==> config.mk <==
export PLATFORM = sky130hd
export DESIGN_NAME = c2d_ram
export DESIGN_NICKNAME = d
export VERILOG_FILES = /design/src/c2d_ram.sv
export SDC_FILE = /design/constraint.sdc
export NUM_CORES = 1
export LEC_CHECK = 0
export BUFFER_PORTS_ARGS = -buffer_cell sky130_fd_sc_hd__buf_2
export CAP_MARGIN = 20
export CORE_MARGIN = 4
export CORE_UTILIZATION = 56
export DETAILED_ROUTE_END_ITERATION = 12
export GPL_TIMING_DRIVEN = 0
export MAX_ROUTING_LAYER = met4
export PLACE_DENSITY_LB_ADDON = 0.25
export SYNTH_ARGS = -nofsm -noshare
export SYNTH_HDL_FRONTEND = slang
export SYNTH_SLANG_ARGS = --single-unit
==> constraint.sdc <==
create_clock -name clk -period 2.2 [get_ports clk]
set_clock_uncertainty 0.05 [all_clocks]
set_input_delay 0.11 -clock clk [delete_from_list [all_inputs] [get_ports clk]]
set_output_delay 0.11 -clock clk [all_outputs]
set_load 0.02 [all_outputs]
==> src/c2d_ram.sv <==
// Simple dual-port RAM with one write port and one registered read port.
`timescale 1ns / 1ps

module c2d_ram #(
	parameter int DEPTH = 64,
	parameter int WIDTH = 16,
	parameter int AW    = 6
) (
	input  logic             clk,
	input  logic             we,
	input  logic [AW-1:0]    waddr,
	input  logic [WIDTH-1:0] wdata,
	input  logic             re,
	input  logic [AW-1:0]    raddr,
	output logic [WIDTH-1:0] rdata
);

	logic [WIDTH-1:0] mem_q [DEPTH];

	always_ff @(posedge clk) begin
		if (we) begin
			mem_q[waddr] <= wdata;
		end
	end

	always_ff @(posedge clk) begin
		if (re) begin
			rdata <= mem_q[raddr];
		end
	end

endmodule

=== Yosys cells after proc, flatten, opt, wreduce, memory -nomap -nowiden ===
Memories as Yosys holds them, arrays and structs flattened. A register that Yosys moved wholly into a read port is not among the register bits.
Index checks and enable logic that the tools add are counted.

* Register bits: 0
* Memory bits (writable): 1024
* Input bits: 31
* Output and inout port bits: 16
* Logic and storage cells: 3
* Memories: 1

* Mux-type cells: 2

{| class="wikitable"
|+ Memory list
! memory !! depth !! bits a word !! rd ports !! clocked after memory_dff !! wr ports !! RTL line !! RTL
|-
| mem_q || 64 || 16 || 1 || 1 || 1 || 18 || <nowiki>logic [WIDTH-1:0] mem_q [DEPTH];</nowiki>
|}

{| class="wikitable"
|+ Operators by type and width
! cell !! count
|-
| $mux 1 || 2
|}

=== Depth between registers and ports, before layout ===
* Depth in word-level cells: 2
* Mapped depth: 10
* Gate-level depth less buffers: 5

=== Least setup slack after synthesis ===
Ideal clock, no wire load.

* Kind: input to register
* From: input waddr[3]
* To: memory mem_q[48][0] (enable)
* Setup time: 409 ps
* Arrival: 1736 ps
* Required time: 1741 ps
* Path slack: 5 ps
* Stages on the path: 4
* Path buffers: 1
* Path through: clkbuf_1 nor2b_1 nand4b_1 nor3_1

{| class="wikitable"
|+ RTL lines
! what !! RTL line !! RTL
|-
| start, declared || 11 || <nowiki>input logic [AW-1:0] waddr,</nowiki>
|-
| end, declared || 18 ||
|}

No word-level cell before the write port.

=== Worst setup path after layout ===
* From: input waddr[1]
* To: memory mem_q[31][10] (enable)

No word-level cell before the write port.

==> impl_metrics.ini <==
[run_status]
status = complete, but fails checks
violations = negative setup slack

[timing]
max_slew_margin = 0.247
setup_violations = 40
finalCritPeriodShare = 1.06
rsz0062_at_grt = true
worst_slack_ns = -0.142
hold_viol = 0
fmaxAchievable_ghz = 0.427
tns_ns = -4.31
post-route-min-period_ns = 2.34
tightest_slew_ns = 1.13
drv_slew = 0

[worst_setup_path]
critPathKind = in2reg
cp_top_family = simple AND/OR/NAND/NOR gates
worst_setup_path_start_kind = input pin
end_kind = flop
crit_path_start = waddr[1]
cpMaxStageDelayCell = nor2_2
critPathBufInv = 1
reg2reg_from = mem_q[21][12]
path_max_fanout = 16
cp_cell_sequence = clkbuf_1 -> nand4_1 -> nor2_2
critPathArrivalTime_ns = 2.56
crit_required_ns = 2.42
max_stage_delay_ns = 1.15

[detailed_routing]
postRouteAntennaNets = 0
wl_um = 100000
drt_first_iter_violations = 2569
avgRoutedWirePerCell_um = 32.6
route.detailed.drc = 0
vias_per_cell = 6.51
via_count = 20000
firstDrtPassIters = 5

[final_layout]
area_growth_pct = 15.8
drive_gt1_frac = 0.315
nNetsFinal = 2074
utilization = 0.659
fillers = 4514
seq_area_mm2 = 0.0312
fin_area_mm2 = 0.0465
multiInputGateArea_mm2 = 0.00860

[yosys]
synth_area_leaders = edfxtp_1 78%, mux4_2 12%, mux2i_1 2.1%, mux2_2 0.76%, a22oi_1 0.73%
synth_edf_count = 1040
postSynth.asyncResetShare = 0
syn-cell-area_mm2 = 0.0402
synth_cells = 1829
ys_warn_count = 0
yosysSeqAreaShare = 0.777
synth_cell_types = 42
yosysTopAreaCellShare = 0.777
syn_nets = 1860
yosys-top-cells-count = 1040 x edfxtp_1, 220 x mux4_2, 85 x mux2i_1
synth_top_cell_by_area = edfxtp_1
synth_flop_cell = edfxtp_1
synth.avg_cell_area_um2 = 22.0
yosys_register_bits = 1040
synth_most_common_cell = edfxtp_1

[job]
cap_viol_max_count = 0

[global_route]
grt_max_degree = 65
overflow = 0
grt_pass1_vias = 20100
antenna_found_initial = 3
grt.total_usage = 0.277
grt_pass1_wl_um = 144000

[clock_tree]
cts_root_buffer = clkbuf_16
cts.sinks = 1040
cts_buffer_depth = 3
clk_pin_slew_worst_paths_ns = 0.06
tritoncts = done
clock_latency_ns = 0.67
htreeDepth = 3
numCtsBuffers = 102

[placed_design]
place_congestion = 0.907
placed_area_mm2 = 0.0426
port-buffer-count = 39
place_hpwl_um = 66100
dp_slack_ns = -0.837

[power_and_ir_drop]
ir_worst_vdd_mv = 0.960
p_leak_nw = 14.7
power_density_mw_per_mm2 = 914

[floorplan]
pin_count = 47
start_util = 0.569
coreArea_mm2 = 0.0706
die_area_mm2 = 0.0761
die_w_um = 276
rows = 97
dieHeight_um = 276

[hold_path]
min-delay-start = waddr[1]
hold_path_class = in2reg
layout by cell type, fill, tap and decap left out, drive strengths merged, types with 24 or more instances in the layout:
| cell | instances |
|---|---|
| a22oi | 39 |
| buf | 172 |
| clkbuf | 146 |
| clkinv | 43 |
| edfxtp | 1040 |
| mux2 | 27 |
| mux2i | 85 |
| mux4 | 224 |
| nand2 | 60 |
| nand3 | 24 |
| nor2 | 74 |
| nor2b | 30 |
state kept, by name, summed over array words and instances, names as in the netlist:
signal and count:
mem_q 1024, rdata 16
cell families after synthesis:
| group | after synthesis | share of synthesized area |
|---|---|---|
| AOI/OAI and AO/OA | 129 | 0.0240 |
| buffers and inverters | 104 | 0.0182 |
| DFF | 1040 | 0.777 |
| muxes | 336 | 0.155 |
| and+or+nand+nor | 220 | 0.0264 |
tightest hold or removal path, cell delays in order:
cell	delay, ns
clkbuf_1	0.19
nand2b_1	0.18
nor2_2	0.10
path summary, 6_finish.rpt:
kind              endpoint  slack (ns)  cells past startpoint
min reg2reg      rdata[14]        0.94                      4
max reg2reg      rdata[12]       -0.04                      5
min          mem_q[51][13]        0.05                      3
max          mem_q[31][10]       -0.14                      3
where the power goes:
part,internal (mW),switching [mW]
combinational,0.860,1.52
sequential,22.0,0.0379
clock,10.7,7.44
stage by stage:
stage	instances	power, mW	hold WS (ns)
after CTS	3069	42.6	0.0189
after global placement	2808	24.6	0.472
after global routing	3075	43.7	0.0520
after detailed placement	2862	24.7	0.491
after floorplan	1829	23.6	0.159
final	3077	42.5	0.0520
timing repair:
item | in CTS | in global routing
endpoints found under the hold margin | 304 | 36
gates resized for setup | 32 | 11
hold buffers | 14 | 2
pin swaps | 9 | 9
setup buffers | 0 | 0
endpoints found under the setup margin | 46 | 43
routing by layer:
metal,wire [µm],vias to the layer above,share of wire,GRT usage
met5,0,-,0,-
met4,3840,0,0.038,0.0949
met3,9370,206,0.093,0.0565
met2,49100,1138,0.49,0.432
met1,38100,10500,0.38,0.374
li1,-,8148,-,-
area by class of cell:
cell class,count,share of cell area
Sequential cell,1040,0.671
Multi-Input combinational cell,685,0.185
Clock buffer,120,0.0572
Timing Repair Buffer,111,0.0273
Tap cell,940,0.0253
Clock inverter,73,0.0184
Buffer,103,0.0159
Antenna cell,5,0.000269
(Power assumes the default switching activity.)
