$ cat src/c2d_pkg.sv
// Shared types, codes and defaults for the 2D convolution engine.
`timescale 1ns / 1ps

package c2d_pkg;

	// Default sizes for the top-level parameters
	localparam int DEF_MAX_IMAGE_SIDE  = 64;
	localparam int DEF_MAX_KERNEL_SIDE = 7;
	localparam int DEF_SAMPLE_BITS     = 16;

	// Fixed field widths
	localparam int SUM_BITS      = 40;
	localparam int CFG_IDX_BITS  = 3;
	localparam int CFG_DATA_BITS = 7;

	// Input opcodes
	localparam logic [1:0] OP_WR_WEIGHT = 2'd0;
	localparam logic [1:0] OP_WR_PIXEL  = 2'd1;
	localparam logic [1:0] OP_COMPUTE   = 2'd2;

	// Configuration register indexes
	localparam logic [CFG_IDX_BITS-1:0] CFG_KERNEL_SIDE = 3'd0;
	localparam logic [CFG_IDX_BITS-1:0] CFG_STEP_SIZE   = 3'd1;
	localparam logic [CFG_IDX_BITS-1:0] CFG_PAD_WIDTH   = 3'd2;
	localparam logic [CFG_IDX_BITS-1:0] CFG_IMAGE_ROWS  = 3'd3;
	localparam logic [CFG_IDX_BITS-1:0] CFG_IMAGE_COLS  = 3'd4;

	// Configuration reset values
	localparam logic [2:0] RST_KERNEL_SIDE = 3'd3;
	localparam logic [2:0] RST_STEP_SIZE   = 3'd1;
	localparam logic [1:0] RST_PAD_WIDTH   = 2'd0;
	localparam logic [6:0] RST_IMAGE_ROWS  = 7'd32;
	localparam logic [6:0] RST_IMAGE_COLS  = 7'd32;

	typedef struct packed {
		logic [2:0] kernel_side;
		logic [2:0] step_size;
		logic [1:0] pad_width;
		logic [6:0] image_rows;
		logic [6:0] image_cols;
	} cfg_t;

	// Control from the sequencer to the multiply-accumulate unit
	typedef struct packed {
		logic clear;
		logic valid;
	} mac_ctl_t;

endpackage

$ cat src/c2d_mac.sv
// Shared multiply-accumulate unit: one pixel-times-weight product per cycle.
`timescale 1ns / 1ps

module c2d_mac #(
	parameter int SAMPLE_BITS = c2d_pkg::DEF_SAMPLE_BITS
) (
	input  logic                                clk,
	input  logic                                arst_n,
	input  c2d_pkg::mac_ctl_t                   ctl,
	input  logic [SAMPLE_BITS-1:0]              pix,
	input  logic [SAMPLE_BITS-1:0]              wgt,
	output logic signed [c2d_pkg::SUM_BITS-1:0] acc
);

	import c2d_pkg::*;

	localparam int PW = 2 * SAMPLE_BITS;
	localparam int EW = (PW > SUM_BITS) ? PW : SUM_BITS;

	logic signed [PW-1:0] prod_s2;
	logic                 vld_s2;
	logic signed [EW-1:0] prod_ext;
	logic signed [SUM_BITS-1:0] acc_q;

	always_ff @(posedge clk) begin
		prod_s2 <= $signed(pix) * $signed(wgt);
	end

	always_ff @(posedge clk or negedge arst_n) begin
		if (!arst_n) begin
			vld_s2 <= 1'b0;
		end else begin
			vld_s2 <= ctl.valid;
		end
	end

	assign prod_ext = EW'(prod_s2);

	// Sum wraps at the output width, so a truncated product adds the same
	always_ff @(posedge clk) begin
		if (ctl.clear) begin
			acc_q <= '0;
		end else if (vld_s2) begin
			acc_q <= acc_q + SUM_BITS'(prod_ext);
		end
	end

	assign acc = acc_q;

endmodule

$ cat config.mk
export PLATFORM = sky130hd
export DESIGN_NAME = c2d_mac
export DESIGN_NICKNAME = d
export VERILOG_FILES = /design/src/c2d_pkg.sv /design/src/c2d_mac.sv
export SDC_FILE = /design/constraint.sdc
export NUM_CORES = 1
export LEC_CHECK = 0
export BUFFER_PORTS_ARGS = -buffer_cell sky130_fd_sc_hd__buf_2
export CELL_PAD_IN_SITES_DETAIL_PLACEMENT = 0
export CELL_PAD_IN_SITES_GLOBAL_PLACEMENT = 1
export CORE_ASPECT_RATIO = 1.25
export CORE_MARGIN = 1
export CORE_UTILIZATION = 45
export CTS_CLUSTER_DIAMETER = 100
export DETAILED_ROUTE_END_ITERATION = 10
export HOLD_SLACK_MARGIN = 0.12
export PLACE_DENSITY = 0.78
export RECOVER_POWER = 50
export SLEW_MARGIN = 0
export SYNTH_ARGS = -nofsm -noshare
export SYNTH_HDL_FRONTEND = slang
export SYNTH_SLANG_ARGS = --single-unit
$ cat constraint.sdc
create_clock -name clk -period 3.3 [get_ports clk]
set_input_delay 0.33 -clock clk [delete_from_list [all_inputs] [get_ports clk]]
set_output_delay 0.33 -clock clk [all_outputs]
set_load 0.01 [all_outputs]
Word level (Yosys, flattened, before mapping)
Index checks and enable logic that the tools add are counted.
{"block": "word_totals", "register_bits": 73, "input_bits": 36, "latchBits": 0, "output_inout_bits": 40, "mem_bits_rw": 0, "n_memories": 0, "mem_bits_ro": 0}
{"block": "classes", "add_sub_neg": 1, "reduce_logical": 0, "shifts": 0, "bitwise_logic": 0, "n_lt_le_gt_ge": 0, "div": 0, "mux": 0, "n_eq_ne": 0, "mul": 1}
{"op": "40-bit by 32-bit adder with 40-bit output", "count": 1}
{"op": "16-bit by 16-bit multiplier with 32-bit output", "count": 1}

Depth between registers and ports, before layout
Gate-level depths: netlist of the first run.
{"block": "logic_depth", "ltp_word": 1, "mapped_depth": 23, "depth_no_buf": 21}

Worst setup path before layout of the first run
No wires, ideal clock.
{"block": "synth_timing", "path_kind": "input -> register", "startpoint": "input wgt[1]", "endpoint": "register prod_s2[30]", "slack_ns": -2.485, "arrival_ns": 5.641, "stages": 19, "t_required_ns": 3.155, "path_buffers": 1, "path_cell_list": "clkbuf_1 -> nand2_1 -> inv_1 -> fa_1 -> fa_1 -> fa_1 -> fa_1 -> fa_1 -> inv_1 -> fa_1 -> inv_1 -> ha_1 -> o21ai_0 -> a21o_1 -> a21oi_1 -> o21ai_0 -> a311oi_1 -> o31ai_1 -> o311ai_0"}
{"block": "synth_via", "elab_chain_cells": 1}
{"element": "start, declared", "line_no": "c2d_mac.sv:11", "text": "input logic [SAMPLE_BITS-1:0] wgt,"}
{"element": "16-bit by 16-bit multiplier with 32-bit output", "line_no": "c2d_mac.sv:26", "text": "prod_s2 <= $signed(pix) * $signed(wgt);"}
{"element": "end signal, assigned", "line_no": "c2d_mac.sv:26"}
{"element": "end, declared", "line_no": "c2d_mac.sv:20", "text": "logic signed [PW-1:0] prod_s2;"}
No other way between the ends.
A chain may end at the register's enable or synchronous reset.

Worst setup path after layout of the first run
{"block": "layout_timing", "startpoint": "input pix[15]", "endpoint": "register prod_s2[31]"}
{"block": "layout_via", "elab_chain_cells": 1}
{"element": "start, declared", "line_no": "c2d_mac.sv:10", "text": "input logic [SAMPLE_BITS-1:0] pix,"}
{"element": "16-bit by 16-bit multiplier with 32-bit output", "line_no": "c2d_mac.sv:26"}
No other way between the ends.

==> metrics.yaml, run 1 <==
crit_end: "prod_s2[31]"
cpLargestDelayFamily: "adder cells"
syn-cell-area_um2: 14200
die_w_um: 161
drt_iter0_drc: 465
path_common_cell: "fa_1"
dpl.hpwl_um: 29500
setup_tns_ns: -37.92
grt_antenna_before_repair: 0
coreArea_um2: 31000
htreeDepth: 3
fin_cells: 2256
yosys-top-cells-area: "fa_1, ha_1, dfxtp_1, inv_1, and2_1"
critPathCaptureType: "register"
rows: 72
crit_buf_inv: 5
grt_util_all_layers_pct: 22.7
avgRoutedWirePerCell_um: 15.6
hold_viol_final: 0
r2r_slack_ns: 0.12
start_util_pct: 45.8
gp_congestion: 0.878
avgSynthCellArea_um2: 8.89
worstPathMaxFanout: 7
hold_class: "in2async"
placedInstanceArea_um2: 16600
drive_gt1_share_pct: 24.0
wl_um: 35100
timing.final.crit_share_pct: 159
vias: 11582
area_growth_pct: 27.2
timing.rr.end: "acc[37]"
rsz0062_at_grt: "yes"
drv_slew: 0
cts_buffer_depth: 2
async_flop_share_pct: 1.37
clk_pin_slew_ns: 0.06
yosysTopAreaCell: "fa_1"
grt_pass1_vias: 12667
grt_max_degree: 50
viasPerCell: 5.13
syn-num-nets: 2016
multi_input_area_um2: 12100
reg2reg_depth: 10
clk_latency_ns: 0.34
cap_viol_max_count: 0
cts_tree: "done"
cts_sinks: 73
drc: 0
cpPeakStageDelay_ns: 0.53
grt_pass1_wl_um: 59700
clock_skew_ns: 0.00832
fin_ws_ns: -1.95
worst_setup_path_start_kind: "input pin"
fin_area_um2: 18000
ys_types: 67
antenna_left: 0
synth_enable_flop_cells: 0
dr.pass1.iters: 5
yosysSeqAreaShare_pct: 10.3
setup_viol: 26
clock.fmax_ghz: 0.191
slowest_stage: "fa_1"
worstMarginPinSlew_ns: 1.01
mostFrequentLayoutCells: "inv_1, fa_1, buf_4"
antenna_cells: 0
gr-total-overflow: 0
yosysWarnings: 0
crit_required_ns: 3.56
critPathKind: "in2reg"
critPathArrivalTime_ns: 5.51
n_fill_cell: 2779
synth_flop_cell: "dfxtp_1"
seqCellArea_um2: 1470
slew_headroom_pct: 32.8
fin_nets: 2264
regToRegStartpoint: "acc[14]"
die_h_um: 201
synth_top_area_share_pct: 37.1
synth_cells: 1596
numPortBuffers: 75
status: "complete, but fails checks"
die_area_um2: 32200
period_needed_ns: 5.25
crit_path_start: "pix[15]"
numCtsBuffers: 9
violations: "negative setup slack"
final_common_cell: "inv_1"
pin_count: 76
place_inst: 2210
root_buffer: "clkbuf_16"
path_cells: "buf_4 > buf_4 > buf_4 > and2_1 > fa_1 > inv_1 > fa_1 > inv_1 > fa_1 > fa_1 > fa_1 > fa_1 > ha_1 > nand2_1 > or3_4 > o31a_1 > or3_1 > o211ai_1"
worst-path-stages: 18
ys_ff_latch: 73
==> metal layers <==
layer	part of all wire (%)	GRT usage [%]
met5	0	0
met4	2.7	6.81
met3	2.4	1.71
met2	53	42.8
met1	42	27.3
==> cell usage after synthesis, types with 3 or more instances <==
cell and count:
nand4_1 12, nand3_1 21, or4_1 3, o221ai_1 3, inv_1 303, and2_1 129, o22ai_1 4, a31oi_1 12
nor4_1 4, dfxtp_1 72, o21bai_1 4, o21ai_0 40, xor2_1 11, nor3_1 18, a211o_1 8, and3_1 5
a311o_1 3, or2_2 3, xnor2_1 42, nor2_1 75, or3_1 10, a21oi_1 57, fa_1 263, nand2b_1 9
clkbuf_1 44, o211ai_1 11, o31a_1 3, a211oi_1 12, a21o_1 30, nor2b_1 6, nand2_1 163, ha_1 121
mux2i_1 20, a41o_1 3, nor3b_1 3, o21a_1 11, buf_1 4, a21boi_0 4, a2111oi_0 3, o311ai_0 4
buf_2 12
==> cell families (layout without fill, tap and decap cells) <==
kind of cell	Yosys count	after routing	share of synthesized area, %
AND/OR/NAND/NOR	468	468	16.3
XOR/XNOR	53	53	3.27
flip-flops	73	73	10.3
multiplexers	21	21	1.49
buffers and inverters	363	616	9.71
adder cells (fa/ha/maj)	384	384	47.8
AO/OA/AOI/OAI	234	234	11.1
==> worst min-delay path by stage <==
stage                     startpoint  endpoint  slack (ns)  cells after the start
after CTS                     arst_n    vld_s2        0.28                      2
after detailed placement      arst_n    vld_s2        0.11                      1
after global routing          arst_n    vld_s2        0.30                      2
after global placement        arst_n    vld_s2        0.11                      1
final                         arst_n    vld_s2        0.29                      2
after floorplan               arst_n    vld_s2        0.03                      0
==> registers in the layout, summed over array words and instances, names as in the netlist <==
signal,flops
prod_s2,32
acc,40
vld_s2,1
==> timing repair <==
action | CTS | global route
hold endpoints to repair | 2 | 0
pin swaps | 81 | 57
hold buffers | 2 | 0
resized for setup | 162 | 73
setup buffers | 18 | 11
setup endpoints to repair | 26 | 27
gates cloned | 4 | 0
==> stage by stage <==
stage	setup slack, ns	util [%]	hold WS (ns)
after floorplan	-2.08	-	0.0344
after global placement	-2.44	53.6	0.106
after detailed placement	-2.51	53.6	0.108
after CTS	-1.94	57.4	0.282
after global routing	-2.13	58.2	0.298
final	-1.95	58.2	0.293
==> cell type report <==
cell class,instances,area share (%)
Clock buffer,10,1.27
Inverter,303,6.32
Sequential cell,73,8.13
Clock inverter,6,0.458
Multi-Input combinational cell,1160,67.1
Timing Repair Buffer,297,14.0
Tap cell,407,2.82
Power of run 1 is not shown: default switching activity piles up to over one toggle a cycle in this logic, so the estimate is an artifact.
==> run 2: changes to the inputs <==
TNS_END_PERCENT = 20   (was default)
==> run 2 against run 1 <==
Against the previous run: the run still ends with negative setup slack left; final cell count is 1.4% lower; critical endpoint is now prod_s2[30]; largest cell class unchanged; critical path type unchanged; non-clock buffer count is 32 lower; wire length is 0.40% higher.
==> metrics.yaml, run 2 (synthesis results as in run 1) <==
status: "complete, but fails checks"
violations: "negative setup slack"
clock.fmax_ghz: 0.187
gr-total-overflow: 0
cpPeakStageDelay_ns: 0.55
mostFrequentLayoutCells: "inv_1, fa_1, nand2_1, buf_4, and2_1"
worstPathMaxFanout: 6
cts_sinks: 73
path_cells: "buf_8 > and2_4 > fa_1 > inv_1 > fa_1 > fa_1 > inv_1 > fa_1 > fa_1 > inv_1 > fa_1 > inv_2 > ha_4 > and4_4 > o21ai_2 > a31oi_4 > buf_4 > o21ai_2 > a311oi_1 > buf_4 > o31ai_4 > nand3_1 > o311ai_2"
critPathArrivalTime_ns: 5.55
rsz0062_at_grt: "yes"
clock_skew_ns: 0.0114
coreArea_um2: 31000
hold_viol_final: 0
worstMarginPinSlew_ns: 0.538
setup_viol: 26
pin_count: 76
avgRoutedWirePerCell_um: 15.9
largest_reg_flops: 40
critPathCaptureType: "register"
gp_congestion: 0.904
timing.final.crit_share_pct: 162
numPortBuffers: 75
worst_setup_path_start_kind: "input pin"
period_needed_ns: 5.35
path_common_cell: "fa_1"
grt_max_degree: 50
cts_tree: "done"
clk_pin_slew_ns: 0.06
wl_um: 35300
root_buffer: "clkbuf_16"
vias: 11495
numCtsBuffers: 9
dr.pass1.iters: 5
viasPerCell: 5.17
drt_iter0_drc: 512
die_h_um: 201
drive_gt1_share_pct: 20.8
seqCellArea_um2: 1470
area_growth_pct: 22.7
crit_required_ns: 3.50
critPathKind: "in2reg"
n_fill_cell: 2836
hold_class: "in2async"
grt_pass1_wl_um: 60200
cts_buffer_depth: 2
antenna_cells: 0
start_util_pct: 45.8
clk_latency_ns: 0.34
rows: 72
drv_slew: 0
cap_viol_max_count: 0
dpl_worst_slack_ns: -2.65
fin_nets: 2232
fin_util_pct: 56.2
die_w_um: 161
grt_pass1_vias: 12426
grt_util_all_layers_pct: 22.9
die_area_um2: 32200
final_common_cell: "inv_1"
antenna_left: 0
grt_antenna_before_repair: 0
multi_input_area_um2: 11900
slew_headroom_pct: 63.2
htreeDepth: 3
dpl.hpwl_um: 30400
drc: 0
slowest_stage: "fa_1"
fin_ws_ns: -2.05
==> run 2: cell types whose count changed in the layout (fill, tap and decap cells not counted), sizes merged <==
cell      before  now
clkbuf        52   51
buf          251  222
bufbuf         2    0
clkinv         3    2
bufinv         2    0
inv          303  304
clkinvlp       1    3
==> run 2: critical path: cells and delay by family <==
kind	cells	cell delay [ns]
adders and majority gates	7	3.25
buffers and inverters	7	0.66
and+or+nand+nor	3	0.50
AOI/OAI and AO/OA	6	0.81
==> run 2: timing repair <==
item                                    4_1_cts  5_1_grt
gates cloned                                  0        0
pin swaps                                    71       35
resized for setup                           127       66
endpoints found under the setup margin       26       27
endpoints found under the hold margin         2        0
hold buffers                                  2        0
setup buffers                                 7        4
==> run 2: per-layer routing <==
| layer | share of wire, % | track usage (%) | routed length [um] |
|---|---|---|---|
| met1 | 43 | 28.3 | 15100 |
| met2 | 52 | 42.7 | 18300 |
| met3 | 2.6 | 1.47 | 912 |
| met4 | 2.6 | 6.23 | 921 |
| met5 | 0 | 0 | 0 |
==> run 2: path summary, 6_finish.rpt <==
path	startpoint	end	slack, ns	cells past startpoint
min reg2reg	acc[32]	acc[32]	0.50	2
max in group asynchronous	arst_n	vld_s2	2.93	2
max	wgt[6]	prod_s2[30]	-2.05	23
max reg2reg	acc[12]	acc[36]	0.19	9
min	arst_n	vld_s2	0.29	2
min in group clk	wgt[0]	prod_s2[0]	0.48	3
==> run 2: layout make-up <==
| class | instances | area share [%] |
|---|---|---|
| multi-input cells | 1160 | 68.5 |
| clock inverters | 6 | 0.287 |
| repair buffers | 265 | 12.0 |
| inverters | 303 | 6.55 |
| flip-flops and latches | 73 | 8.42 |
| well taps | 407 | 2.93 |
| clock buffers | 10 | 1.37 |
==> run 2: through the flow <==
step                      instances  hold slack, ns  area, um^2  TNS, ns
after detailed placement       2195           0.106       16400   -52.79
after global placement         2195           0.105       16400   -50.76
after floorplan                1596          0.0344       14500   -39.51
final                          2224           0.292       17400   -37.95
after global routing           2224           0.293       17400   -42.37
after CTS                      2220           0.286       17200   -37.12
Power of run 2 is left out for the same reason.
