==> src/c2d_pkg.sv <==
// Shared types, codes and defaults for the 2D convolution engine.
`timescale 1ns / 1ps

package c2d_pkg;

	// Default sizes for the top-level parameters
	localparam int DEF_MAX_IMAGE_SIDE  = 64;
	localparam int DEF_MAX_KERNEL_SIDE = 7;
	localparam int DEF_SAMPLE_BITS     = 16;

	// Fixed field widths
	localparam int SUM_BITS      = 40;
	localparam int CFG_IDX_BITS  = 3;
	localparam int CFG_DATA_BITS = 7;

	// Input opcodes
	localparam logic [1:0] OP_WR_WEIGHT = 2'd0;
	localparam logic [1:0] OP_WR_PIXEL  = 2'd1;
	localparam logic [1:0] OP_COMPUTE   = 2'd2;

	// Configuration register indexes
	localparam logic [CFG_IDX_BITS-1:0] CFG_KERNEL_SIDE = 3'd0;
	localparam logic [CFG_IDX_BITS-1:0] CFG_STEP_SIZE   = 3'd1;
	localparam logic [CFG_IDX_BITS-1:0] CFG_PAD_WIDTH   = 3'd2;
	localparam logic [CFG_IDX_BITS-1:0] CFG_IMAGE_ROWS  = 3'd3;
	localparam logic [CFG_IDX_BITS-1:0] CFG_IMAGE_COLS  = 3'd4;

	// Configuration reset values
	localparam logic [2:0] RST_KERNEL_SIDE = 3'd3;
	localparam logic [2:0] RST_STEP_SIZE   = 3'd1;
	localparam logic [1:0] RST_PAD_WIDTH   = 2'd0;
	localparam logic [6:0] RST_IMAGE_ROWS  = 7'd32;
	localparam logic [6:0] RST_IMAGE_COLS  = 7'd32;

	typedef struct packed {
		logic [2:0] kernel_side;
		logic [2:0] step_size;
		logic [1:0] pad_width;
		logic [6:0] image_rows;
		logic [6:0] image_cols;
	} cfg_t;

	// Control from the sequencer to the multiply-accumulate unit
	typedef struct packed {
		logic clear;
		logic valid;
	} mac_ctl_t;

endpackage

==> src/c2d_seq.sv <==
// Sequencer: store writes, grid check, kernel tap walk and result register.
`timescale 1ns / 1ps

module c2d_seq #(
	parameter int MAX_IMAGE_SIDE  = c2d_pkg::DEF_MAX_IMAGE_SIDE,
	parameter int MAX_KERNEL_SIDE = c2d_pkg::DEF_MAX_KERNEL_SIDE,
	localparam int PIX_AW = $clog2(MAX_IMAGE_SIDE * MAX_IMAGE_SIDE),
	localparam int WGT_AW = (MAX_KERNEL_SIDE > 1) ?
		$clog2(MAX_KERNEL_SIDE * MAX_KERNEL_SIDE) : 1
) (
	input  logic                               clk,
	input  logic                               arst_n,
	input  c2d_pkg::cfg_t                      cfg,
	input  logic                               in_valid,
	output logic                               in_stall,
	input  logic [1:0]                         opcode,
	input  logic [5:0]                         row_index,
	input  logic [5:0]                         col_index,
	output logic                               pix_we,
	output logic [PIX_AW-1:0]                  pix_waddr,
	output logic                               pix_re,
	output logic [PIX_AW-1:0]                  pix_raddr,
	output logic                               wgt_we,
	output logic [WGT_AW-1:0]                  wgt_waddr,
	output logic                               wgt_re,
	output logic [WGT_AW-1:0]                  wgt_raddr,
	output c2d_pkg::mac_ctl_t                  mac_ctl,
	input  logic signed [c2d_pkg::SUM_BITS-1:0] acc,
	output logic                               out_valid,
	input  logic                               out_stall,
	output logic signed [c2d_pkg::SUM_BITS-1:0] conv_sum,
	output logic                               status,
	output logic                               last_output
);

	import c2d_pkg::*;

	localparam int IW = $clog2(MAX_IMAGE_SIDE);
	localparam int SW = $clog2(MAX_IMAGE_SIDE + 1);
	localparam int KW = $clog2(MAX_KERNEL_SIDE + 1);
	localparam int NW = (SW + 2 > 11) ? SW + 2 : 11;
	// Drain count at which the accumulator holds the sum after the last tap read
	localparam logic [1:0] DRAIN_LAST = 2'd2;

	typedef enum logic [3:0] {
		ST_IDLE  = 4'b0001,
		ST_CHECK = 4'b0010,
		ST_RUN   = 4'b0100,
		ST_DRAIN = 4'b1000
	} state_t;

	state_t state_q;

	logic [5:0]           row_q, col_q;
	logic [KW-1:0]        k_q, ki_q, kj_q;
	logic signed [NW-1:0] base_r_q, base_c_q;
	logic                 in_grid_q, last_q;
	logic [1:0]           drain_q;
	logic                 tap_s1;
	logic                 out_valid_q, status_q, last_output_q;
	logic signed [SUM_BITS-1:0] conv_sum_q;

	logic                 accept;
	logic [KW-1:0]        k_eff;
	logic [2:0]           s_eff;
	logic [SW-1:0]        rows_eff, cols_eff;
	logic signed [NW-1:0] num, rs, cs, rs1, cs1, pad_s, rows_s, cols_s, x, y;
	logic                 grid_ok, grid_last, tap_ok, last_tap, load;

	assign in_stall = (state_q != ST_IDLE);
	assign accept   = in_valid && !in_stall;

	// Effective configuration
	always_comb begin
		k_eff    = (int'(cfg.kernel_side) > MAX_KERNEL_SIDE) ?
			KW'(MAX_KERNEL_SIDE) : KW'(cfg.kernel_side);
		s_eff    = (cfg.step_size == 3'd0) ? 3'd1 : cfg.step_size;
		rows_eff = (cfg.image_rows == 7'd0 || int'(cfg.image_rows) > MAX_IMAGE_SIDE) ?
			SW'(MAX_IMAGE_SIDE) : SW'(cfg.image_rows);
		cols_eff = (cfg.image_cols == 7'd0 || int'(cfg.image_cols) > MAX_IMAGE_SIDE) ?
			SW'(MAX_IMAGE_SIDE) : SW'(cfg.image_cols);
	end

	// r < side is the same as r*stride <= numerator, so no divide is needed
	always_comb begin
		pad_s     = NW'(cfg.pad_width);
		rows_s    = NW'(rows_eff);
		cols_s    = NW'(cols_eff);
		num       = NW'(rows_eff) + NW'({cfg.pad_width, 1'b0}) - NW'(k_eff);
		rs        = NW'(row_q) * NW'(s_eff);
		cs        = NW'(col_q) * NW'(s_eff);
		rs1       = rs + NW'(s_eff);
		cs1       = cs + NW'(s_eff);
		grid_ok   = (num >= 0) && (rs <= num) && (cs <= num);
		grid_last = grid_ok && (rs1 > num) && (cs1 > num);
	end

	// Tap address generation
	always_comb begin
		x         = base_r_q + NW'(ki_q);
		y         = base_c_q + NW'(kj_q);
		tap_ok    = (x >= 0) && (x < rows_s) && (y >= 0) && (y < cols_s);
		last_tap  = (ki_q == k_q - KW'(1)) && (kj_q == k_q - KW'(1));
		pix_re    = (state_q == ST_RUN);
		wgt_re    = (state_q == ST_RUN);
		pix_raddr = PIX_AW'(x[IW-1:0]) * PIX_AW'(MAX_IMAGE_SIDE) + PIX_AW'(y[IW-1:0]);
		wgt_raddr = WGT_AW'(ki_q) * WGT_AW'(MAX_KERNEL_SIDE) + WGT_AW'(kj_q);
	end

	// Store writes happen in the accepting cycle
	always_comb begin
		pix_we    = accept && (opcode == OP_WR_PIXEL) &&
			(int'(row_index) < MAX_IMAGE_SIDE) && (int'(col_index) < MAX_IMAGE_SIDE);
		pix_waddr = PIX_AW'(row_index) * PIX_AW'(MAX_IMAGE_SIDE) + PIX_AW'(col_index);
		wgt_we    = accept && (opcode == OP_WR_WEIGHT) &&
			(int'(row_index) < MAX_KERNEL_SIDE) && (int'(col_index) < MAX_KERNEL_SIDE);
		wgt_waddr = WGT_AW'(row_index) * WGT_AW'(MAX_KERNEL_SIDE) + WGT_AW'(col_index);
	end

	assign mac_ctl.clear = (state_q == ST_CHECK);
	assign mac_ctl.valid = tap_s1;

	assign load = (state_q == ST_DRAIN) && (drain_q == DRAIN_LAST) &&
		(!out_valid_q || !out_stall);

	always_ff @(posedge clk or negedge arst_n) begin
		if (!arst_n) begin
			state_q <= ST_IDLE;
			k_q     <= '0;
			ki_q    <= '0;
			kj_q    <= '0;
			drain_q <= '0;
			tap_s1  <= 1'b0;
		end else begin
			tap_s1 <= (state_q == ST_RUN) && tap_ok;
			case (state_q)
				ST_IDLE: begin
					if (accept && opcode == OP_COMPUTE) begin
						state_q <= ST_CHECK;
					end
				end
				ST_CHECK: begin
					k_q     <= k_eff;
					ki_q    <= '0;
					kj_q    <= '0;
					drain_q <= '0;
					// skip the walk for an empty window or an off-grid query
					if (grid_ok && k_eff != '0) begin
						state_q <= ST_RUN;
					end else begin
						state_q <= ST_DRAIN;
					end
				end
				ST_RUN: begin
					if (last_tap) begin
						state_q <= ST_DRAIN;
					end else if (kj_q == k_q - KW'(1)) begin
						kj_q <= '0;
						ki_q <= ki_q + KW'(1);
					end else begin
						kj_q <= kj_q + KW'(1);
					end
				end
				ST_DRAIN: begin
					if (drain_q != DRAIN_LAST) begin
						drain_q <= drain_q + 2'd1;
					end else if (load) begin
						state_q <= ST_IDLE;
					end
				end
				default: begin
					state_q <= ST_IDLE;
				end
			endcase
		end
	end

	always_ff @(posedge clk) begin
		if (accept) begin
			row_q <= row_index;
			col_q <= col_index;
		end
		if (state_q == ST_CHECK) begin
			base_r_q  <= rs - pad_s;
			base_c_q  <= cs - pad_s;
			in_grid_q <= grid_ok;
			last_q    <= grid_last;
		end
	end

	// Result register: hold while the receiver stalls
	always_ff @(posedge clk or negedge arst_n) begin
		if (!arst_n) begin
			out_valid_q <= 1'b0;
		end else begin
			out_valid_q <= load || (out_valid_q && out_stall);
		end
	end

	always_ff @(posedge clk) begin
		if (load) begin
			conv_sum_q    <= acc;
			status_q      <= !in_grid_q;
			last_output_q <= last_q;
		end
	end

	assign out_valid   = out_valid_q;
	assign conv_sum    = conv_sum_q;
	assign status      = status_q;
	assign last_output = last_output_q;

endmodule

==> config.mk <==
export PLATFORM = sky130hd
export DESIGN_NAME = c2d_seq
export DESIGN_NICKNAME = d
export VERILOG_FILES = /design/src/c2d_pkg.sv /design/src/c2d_seq.sv
export SDC_FILE = /design/constraint.sdc
export NUM_CORES = 1
export LEC_CHECK = 0
export CORE_ASPECT_RATIO = 0.9
export CORE_MARGIN = 2
export CORE_UTILIZATION = 43
export CTS_CLUSTER_DIAMETER = 100
export DETAILED_ROUTE_END_ITERATION = 10
export DONT_BUFFER_PORTS = 1
export SKIP_LAST_GASP = 1
export SLEW_MARGIN = 20
export SYNTH_ARGS = -nofsm -noshare
export SYNTH_HDL_FRONTEND = slang
export SYNTH_SLANG_ARGS = --single-unit
==> constraint.sdc <==
create_clock -name clk -period 4.2 [get_ports clk]
set_input_delay 0.42 -clock clk [delete_from_list [all_inputs] [get_ports clk]]
set_output_delay 0.42 -clock clk [all_outputs]
set_load 0.01 [all_outputs]
== After elaboration in Yosys (flattened, before gate mapping) ==
Cells that the tools add are included.
Word-level totals
  flip-flop bits (word level): 95
  output and inout port bits: 86
  word-level logic and storage cells: 122
Operators by class
  $add $sub $neg: 16
  $mul: 4
  magnitude comparators: 13
  eq/ne operators: 18
  multiplexer cells: 17
  reduce and logical (&&, ||, !) cells: 38
Operators by type and width (count)
  adder 12 x 6 -> 12 bit: 2
  adder 11 x 3 -> 11 bit: 2
  >= comparator 11 x 1 -> 1 bit, second input constant: 2
  greater-than comparator 11 x 9 -> 1 bit: 2
  < comparator 11 x 8 -> 1 bit: 2
  adder 9 x 3 -> 10 bit: 2
  less-or-equal comparator 10 x 9 -> 1 bit: 2
  two-way mux 4 bit: 5
  subtractor 9 x 2 -> 10 bit: 2
  logical AND 1 bit: 19
  multiplier 6 x 3 -> 9 bit: 2
  case mux 4 bit (4 select lines): 1
  two-way mux 3 bit: 5
  greater-than comparator 7 bit, second input constant: 2
  zero test 7 bit: 2
  two-way mux 7 bit: 2
  < comparator 6 x 3 -> 1 bit, second input constant: 2
  case mux 3 bit (2 select lines): 2
  != test 2 bit, second input constant: 5
  >= comparator 9 x 1 -> 1 bit, second input constant: 1
  subtractor 8 x 3 -> 9 bit: 1
  adder 7 x 3 -> 8 bit: 1
  adder 3 x 1 -> 3 bit, second input constant: 2
  adder 6 x 3 -> 6 bit: 1
  25 further kinds: 37

== Longest topological paths before layout ==
  depth in word-level cells: 11
  mapped depth: 20
  gate-level depth less buffers: 18

== Worst setup path after synthesis ==
No wires, ideal clock.
  path kind: input port to flip-flop
  from: input cfg[17] in the netlist's numbering
  to: register last_q, data pin
  arrival: 4279 ps
  required time: 3933 ps
  setup slack: -346 ps
  cell stages on the path: 18
  cells stage by stage: o21bai_4 -> clkbuf_1 -> nand2_1 -> fa_1 -> inv_1 -> ha_1 -> inv_1 -> fa_1 -> xnor2_2 -> or3b_4 -> xnor2_1 -> ha_1 -> nor4_1 -> nor3_1 -> maj3_2 -> maj3_2 -> a31oi_1 -> nor4_1
Between the ends
  cells in the longest elaborated chain, start to end: 8
RTL lines
  start: declaration: line c2d_seq.sv:13  | input c2d_pkg::cfg_t cfg,
  zero test 3 bit: line c2d_seq.sv:77  | s_eff = (cfg.step_size == 3'd0) ? 3'd1 : cfg.step_size;
  two-way mux 3 bit (*): line c2d_seq.sv:77
  parallel branches: the longest is 5 deep, another holds greater-than comparator 11 x 9 -> 1 bit
  logical AND 1 bit (*): line c2d_seq.sv:95  | grid_last = grid_ok && (rs1 > num) && (cs1 > num);
  named net grid_last: line c2d_seq.sv:68  | logic grid_ok, grid_last, tap_ok, last_tap, load;
  end signal: assignment: line c2d_seq.sv:187  | last_q <= grid_last;
  end: declaration: line c2d_seq.sv:57  | logic in_grid_q, last_q;
Mark *: on every way through the listed nets, which the timed path passes.
A chain may end at the register's enable or synchronous reset.

== Worst setup path in the final report ==
  from: register row_q[1]
  to: register state_q[2]
Between the ends
  cells in the longest elaborated chain, start to end: 7
RTL lines
  start: declaration: line c2d_seq.sv:54  | logic [5:0] row_q, col_q;
  start signal: assignment: line c2d_seq.sv:180  | row_q <= row_index;
  multiplier 6 x 3 -> 9 bit: line c2d_seq.sv:90  | rs = NW'(row_q) * NW'(s_eff);
  less-or-equal comparator 10 x 9 -> 1 bit: line c2d_seq.sv:94  | grid_ok = (num >= 0) && (rs <= num) && (cs <= num);
  logical AND 1 bit (2 in series): line c2d_seq.sv:94
  logical AND 1 bit: line c2d_seq.sv:148  | if (grid_ok && k_eff != '0) begin
  two-way mux 4 bit: line c2d_seq.sv:148
  case mux 4 bit (4 select lines): line c2d_seq.sv:136  | case (state_q)
  end signal: assignment: line c2d_seq.sv:139  | state_q <= ST_CHECK;
  end signal: assignment: line c2d_seq.sv:149  | state_q <= ST_RUN;
  end signal: assignment: line c2d_seq.sv:151  | state_q <= ST_DRAIN;
  end: declaration: line c2d_seq.sv:52  | state_t state_q;
Every way passes these cells.

==> flow_metrics.tcl <==
set metrics [dict create \
    status "complete, no violations" \
    gp_congestion 0.859 \
    crit_path_end_kind "register" \
    yosysSeqAreaShare 0.356 \
    grt_pass1_wl_um 26700 \
    core_um2 17500 \
    antenna_found_initial 0 \
    max_stage_delay_ns 0.51 \
    crit_chain "and2_4, fa_1, ha_4, fa_2, xor2_2, buf_4, ha_1, a21o_1, a21oi_2, a21oi_2, maj3_2, a211o_1, o31ai_2, o211ai_1, buf_4, o31ai_1" \
    crit_family "adder cells" \
    grt_pass1_vias 5534 \
    rows 46 \
    crit_buf_inv 2 \
    wire_per_inst_um 16.8 \
    synthArstFlopShare 0.183 \
    synth_cells 719 \
    drt_wl_total_um 16800 \
    crit_type "reg2reg" \
    design_area_um2 8600 \
    drc_errors 0 \
    netSwitchingFraction 0.407 \
    worstPathArrival_ns 4.29 \
    path_max_fanout 6 \
    cts_max_path_buffers 2 \
    drt-initial-drc-count 144 \
    final_nets 968 \
    track_usage 0.183 \
    finalPower_uw 4850 \
    n_antenna_cell 0 \
    grt_overflow 0 \
    htreeDepth 3 \
    crit_path_start_kind "register" \
    crit_start "row_q[1]" \
    cts.sink_count 93 \
    syn_nets 929 \
    die-area_um2 18800 \
    clkLatencyLatePin_ns 0.35 \
    cts_made_buffers 9 \
    tightestPinTransition_ns 0.810 \
    synth_top_area_share 0.300 \
    min_path_type "in2reg" \
    ys.warnings.count 0 \
    dieHeight_um 130 \
    multiInputGateArea_um2 4630 \
    slew_headroom 0.452 \
    min_from "acc[35]" \
    seq_area_um2 2710 \
    die_w_um 144 \
    setup_tns_ns 0 \
    place_area_um2 8180 \
    p_int_uw 2880 \
    fin_crit_sh 0.961 \
    synth_area_um2 7600 \
    fillers 1642 \
    slew_viol_final 0 \
    period_needed_ns 4.04 \
    synth.ff_latch_count 93 \
    clkTransAtPathRegs_ns 0.07 \
    setup-violations-final 0 \
    synth_commonest_cells "ha_1, edfxtp_1, inv_1, nand2_1, xnor2_1" \
    cap_violations 0 \
    placement.io_buffers 0 \
    drive_above_1_share 0.160 \
    peakVddDrop_mv 0.292 \
    synth_top_area_cell "edfxtp_1" \
    synth_cell_types 66 \
    pwr-share-seq 0.267 \
    grt_max_degree 43 \
    skew_ns 0.00988 \
    crit_slowest_cell "fa_1" \
    initial_core_util 0.435 \
    postRouteAntennaNets 0 \
    dr.pass1.iters 4 \
    rr_startpoint "row_q[1]" \
    ioPinCount 166 \
    cts_tree "done" \
    vias 5255 \
    synth_area_leaders "edfxtp_1, ha_1, fa_1" \
    timing.fmax_mhz 248 \
    p_switching_uw 1970 \
    hpwlAfterDp_um 13800 \
    p_clk_frac 0.165 \
    required_ns 4.46 \
    area_growth_pct 13.1 \
    ctsRootBufferMaster "clkbuf_16" \
    p_per_area_nw_per_um2 564 \
    finalHoldViolations 0 \
    vias_per_cell 5.24 \
    avgSynthCellArea_um2 10.6 \
    synth_ff_type "edfxtp_1" \
    yosysMostFrequentCell "ha_1" \
    leakage_uw 0.00374 \
    combinationalPowerShare 0.568 \
    synth-edff-count 76 \
]
-- metal layers --
metal | wire length, um | vias up | part of all wire | GRT usage
met1 | 7390 | 2532 | 0.44 | 0.230
met5 | 0 | - | 0 | 0
met4 | 267 | 0 | 0.016 | 0.0537
met2 | 8330 | 132 | 0.49 | 0.317
li1 | - | 2571 | - | -
met3 | 858 | 20 | 0.051 | 0.0393
-- registers in the layout, summed over array words and instances (netlist names), 2 cells and up --
signal / flops
base_c_q: 10
base_r_q: 10
col_q: 6
conv_sum: 40
drain_q: 2
k_q: 3
ki_q: 3
kj_q: 3
row_q: 6
state_q: 4
-- final cells by class --
class                           count  share of cell area
Clock buffer                       10              0.0278
Clock inverter                      6             0.00626
Timing Repair Buffer               50              0.0439
Sequential cell                    93               0.315
Multi-Input combinational cell    527               0.538
Inverter                           77              0.0336
Tap cell                          240              0.0349
-- repair_timing --
item                                    4_1_cts  5_1_grt
hold buffers                                  1        0
endpoints found under the hold margin        17        0
setup buffers                                 0        4
resized for setup                             0       16
endpoints found under the setup margin        0        4
-- logic make-up after synthesis --
family                     share of synthesized area
muxes                                        0.00461
DFF                                            0.356
AOI/OAI and AO/OA                             0.0949
and+or+nand+nor                                0.149
adders and majority gates                      0.252
xor gates and xnor gates                      0.0879
buffers and inverters                         0.0558
-- layout by cell type (no fill, tap or decap), drive strengths merged, types with 2 or more instances in the layout --
cell      n
ha      100
inv      78
edfxtp   76
nand2    56
buf      49
xnor2    47
nor2     32
a21oi    31
fa       30
o21ai    25
xor2     25
nand3    23
nand2b   21
a21o     19
dfrtp    16
and2     14
nor3     14
clkbuf   10
nand4     9
nor4      8
nor2b     7
a211oi    6
maj3      6
nand3b    5
and3      5
o21bai    5
a31oi     4
nor3b     4
clkinv    4
o211ai    3
nor4b     3
or4       3
a22oi     2
mux2i     2
o31ai     2
o41ai     2
-- power by group through the flow --
| stage | registers, uW | clock network, uW | logic [uW] |
|---|---|---|---|
| 2_1_floorplan | 1290 | 0 | 1940 |
| 3_3_place_gp | 1310 | 0 | 2550 |
| 3_5_place_dp | 1320 | 0 | 2640 |
| 4_1_cts | 1300 | 822 | 2670 |
| 5_1_grt | 1310 | 857 | 3100 |
| 6_report | 1300 | 800 | 2760 |
-- final timing paths --
kind	to	slack, ns	depth (start not counted)
max	state_q[2]	0.16	16
min	conv_sum[35]	0.16	0
max reg2reg	state_q[2]	0.16	16
min reg2reg	last_output	0.47	0
max in group asynchronous	state_q[2]	3.11	1
min in group asynchronous	k_q[1]	0.60	1
-- worst register-to-register path: cells and delay by family, from the launching register on --
kind / cells / cell delay, ns
AO/OA/AOI/OAI: 7 / 1.15
XOR/XNOR: 1 / 0.16
adder cells (fa/ha/maj): 5 / 1.69
buffers and inverters: 2 / 0.34
flip-flops: 1 / 0.41
AND/OR/NAND/NOR: 1 / 0.18
-- per-stage QoR --
stage / util / setup slack [ns] / hold WS, ns / std cells
global route: 0.491 / -0.0230 / 0.143 / 1003
floorplan: - / -0.0743 / 0.124 / 719
global placement: 0.468 / -0.159 / 0.125 / 982
finish: 0.491 / 0.163 / 0.162 / 1003
CTS: 0.485 / 0.109 / 0.148 / 999
detailed placement: 0.468 / -0.220 / 0.125 / 982
No activity file was read; power rests on OpenSTA's default activity.
